`config.mk`:
```
export PLATFORM = sky130hd
export DESIGN_NAME = datl_ram
export DESIGN_NICKNAME = d
export VERILOG_FILES = /design/src/datl_ram.sv
export SDC_FILE = /design/constraint.sdc
export NUM_CORES = 1
export LEC_CHECK = 0
export ABC_AREA = 1
export BUFFER_PORTS_ARGS = -buffer_cell sky130_fd_sc_hd__buf_4
export CORE_AREA = 5 5 217 156
export DETAILED_ROUTE_END_ITERATION = 7
export DIE_AREA = 0 0 222 161
export HOLD_SLACK_MARGIN = 0.1
export SYNTH_ARGS = -nofsm -noshare
export SYNTH_HDL_FRONTEND = slang
export SYNTH_SLANG_ARGS = --single-unit
export TNS_END_PERCENT = 50
```
`constraint.sdc`:
```
create_clock -name clk -period 1.7 [get_ports clk]
set_input_delay 0.34 -clock clk [delete_from_list [all_inputs] [get_ports clk]]
set_output_delay 0.34 -clock clk [all_outputs]
set_load 0.02 [all_outputs]
```
`src/datl_ram.sv`:
```
// Generic single-write, single-read synchronous RAM with a registered read.
`default_nettype none
module datl_ram #(
    parameter int WIDTH = 8,
    parameter int DEPTH = 32
) (
    input  wire logic                     clk,
    input  wire logic                     we,
    input  wire logic [$clog2(DEPTH)-1:0] waddr,
    input  wire logic [WIDTH-1:0]         wdata,
    input  wire logic                     re,
    input  wire logic [$clog2(DEPTH)-1:0] raddr,
    output logic      [WIDTH-1:0]         rdata
);

    logic [WIDTH-1:0] mem [DEPTH];

    always_ff @(posedge clk)
    begin
        if (we)
        begin
            mem[waddr] <= wdata;
        end
        if (re)
        begin
            rdata <= mem[raddr];
        end
    end

endmodule
`default_nettype wire

```
==> impl_metrics.tcl <==
set metrics [dict create \
    status "finished, final reports clean" \
    routed-wl-met2_mm 11.0 \
    finalHoldViolCount 0 \
    synth.area.top_cells "edfxtp_1 (73%), nand2_1 (12%), nand3_1 (9.4%)" \
    synth_xor_area_frac 0 \
    synth-compound-area-share 0 \
    drt_pass1_iterations 5 \
    drc 0 \
    min_period_over_period 0.924 \
    timing.hold.ws_ps 121 \
    required_ps 1360 \
    critPathMaxFanout 1 \
    cp-start-kind "flop" \
    routed_wl_mm 26.4 \
    powerDensity_nw_per_um2 1080 \
    cap_viol_max_count 0 \
    vias_per_cell 4.84 \
    met3_length_mm 1.79 \
    seq_area_frac_synth 0.730 \
    cts_setup_buffers 0 \
    seqPwrFrac 0.538 \
    path_clk_slew_ps 70 \
    slew_headroom 0.629 \
    fin_ws_ps 130 \
    power_switching_mw 3.01 \
    synthAdderAreaFrac 0 \
    grt_pass1_vias 6660 \
    h-tree-depth 1 \
    fmax_mhz 637 \
    cts_max_path_buffers 3 \
    switching_share 0.222 \
    grt_max_degree 64 \
    fin_cells 1428 \
    syn2layout_area_growth_pct 15.4 \
    die_area_um2 35700 \
    yosys.area_share.simple 0.229 \
    pwr-share-clk 0.392 \
    fin_nets 1005 \
    synth-seq-cells 264 \
    avgSynthCellArea_um2 11.8 \
    irDropWorstVdd_mv 0.607 \
    die_x_um 222 \
    synth_edf_count 264 \
    grt_pass1_wl_mm 40.7 \
    hpwl_mm 16.5 \
    postSynthCellCount 922 \
    dpl.cell_count 1384 \
    start_util 0.343 \
    finalSetupViolations 0 \
    period_minus_slack_ps 1570 \
    tns_ps 0 \
    regToRegSetupSlack_ps 420 \
    ys_async_sr_fraction 0 \
    layout-drive-gt1-share 0.119 \
    ys.flop_type "edfxtp_1" \
    antennaDiodeCount 0 \
    portBuffers 28 \
    core_area_um2 31700 \
    vias 6915 \
    finalInstanceArea_um2 12500 \
    crit_type "reg2out" \
    synth_cell_type_count 11 \
    cts_tree "done" \
    wl_per_cell_um 18.5 \
    root_buffer "clkbuf_16" \
    io_pins 29 \
    synth_mux_area_frac 0 \
    holdCritPathClass "in2reg" \
    path_cells "buf_4" \
    p_leak_nw 4.64 \
    fin_skew_ps 19.4 \
    yosysMostFrequentCell "nand2_1" \
    clock_latency_ps 540 \
    ant_nets 0 \
    syn_nets 943 \
    cts-resized-gates 0 \
    ys_warn_count 0 \
    drt_iter0_markers 615 \
    worst_slew_pin_slew_ps 556 \
    crit_buf_inv 1 \
    ctsHoldBuffers 0 \
    slowest_delay_ps 480 \
    gp_congestion 0.790 \
    cp-end-kind "output port" \
    drv_slew 0 \
    pre_cts_ws_ps -81.1 \
    placed_area_um2 11800 \
    highest_layer "met4" \
    met1_length_mm 13.1 \
    pwr-share-comb 0.070 \
    num_rows 55 \
    track_usage 0.146 \
    slowest_stage "edfxtp_1" \
    synth_top_family_by_area "simple AND/OR/NAND/NOR gates" \
    cpLargestDelayFamily "flip-flops" \
    antenna_found_initial 0 \
    grt_setup_unrepaired "no" \
    numCtsBuffers 25 \
    die_h_um 161 \
    grt_overflow 0 \
    synth_area_leader_cell "edfxtp_1" \
    clock-sinks 264 \
    netlist_area_um2 10900 \
    p_int_mw 10.6 \
    synth_top_area_frac 0.730 \
    cp_data_arrival_time_ps 1230 \
    ys_top_cells_by_count "nand2_1 (360), edfxtp_1 (264), nand3_1 (204)" \
]
layout make-up:
class                   instances  area, um2
fillers                      3048      19100
well taps                     427        534
multi-input cells             596       2490
clock inverters                11        101
clock buffers                  33        656
inverters                      10       40.0
flip-flops and latches        264       7930
repair buffers                 87        791
worst register-to-register path: cells and delay by family, from the launching register on:
| family | cells | cell delay (ps) |
|---|---|---|
| simple gates | 8 | 680 |
| flops | 1 | 350 |
path summary, 6_finish.rpt:
check	end	cells past startpoint	from
min reg2reg	rdata[0]	8	mem[14][0]
min	rdata[1]	1	re
max reg2reg	rdata[6]	8	mem[19][6]
max	rdata[2]	1	rdata[2]
state kept, by name, summed over array words and instances, names as in the netlist:
name / count
rdata: 8
mem: 256
kinds of logic after synthesis:
group         after synthesis
buf+inv                    62
simple gates              596
flops                     264
cells in the final DEF, fill, tap and decap left out, drive strengths merged:
cell / count
bufinv: 2
clkinv: 8
buf: 87
inv: 11
nand2: 360
nor2: 32
nand3: 204
clkbuf: 33
edfxtp: 264
power by group through the flow:
stage	combinational [mW]	sequential (mW)	clock [mW]
after floorplan	0.522	7.44	0
after global placement	0.953	7.44	0
after detailed placement	0.959	7.44	0
after CTS	0.961	7.30	5.43
after global routing	1.06	7.30	5.68
final	0.951	7.30	5.32
per-layer routing:
layer,track usage,vias up
met5,0,-
met1,0.228,3351
met2,0.206,200
met3,0.0352,37
li1,-,3327
met4,0.0302,0
per-stage QoR:
step	power, mW	util
2_1_floorplan	7.96	-
3_3_place_gp	8.39	0.372
3_5_place_dp	8.40	0.372
4_1_cts	13.7	0.396
5_1_grt	14.0	0.396
6_report	13.6	0.396
No activity file was read; power rests on OpenSTA's default activity.
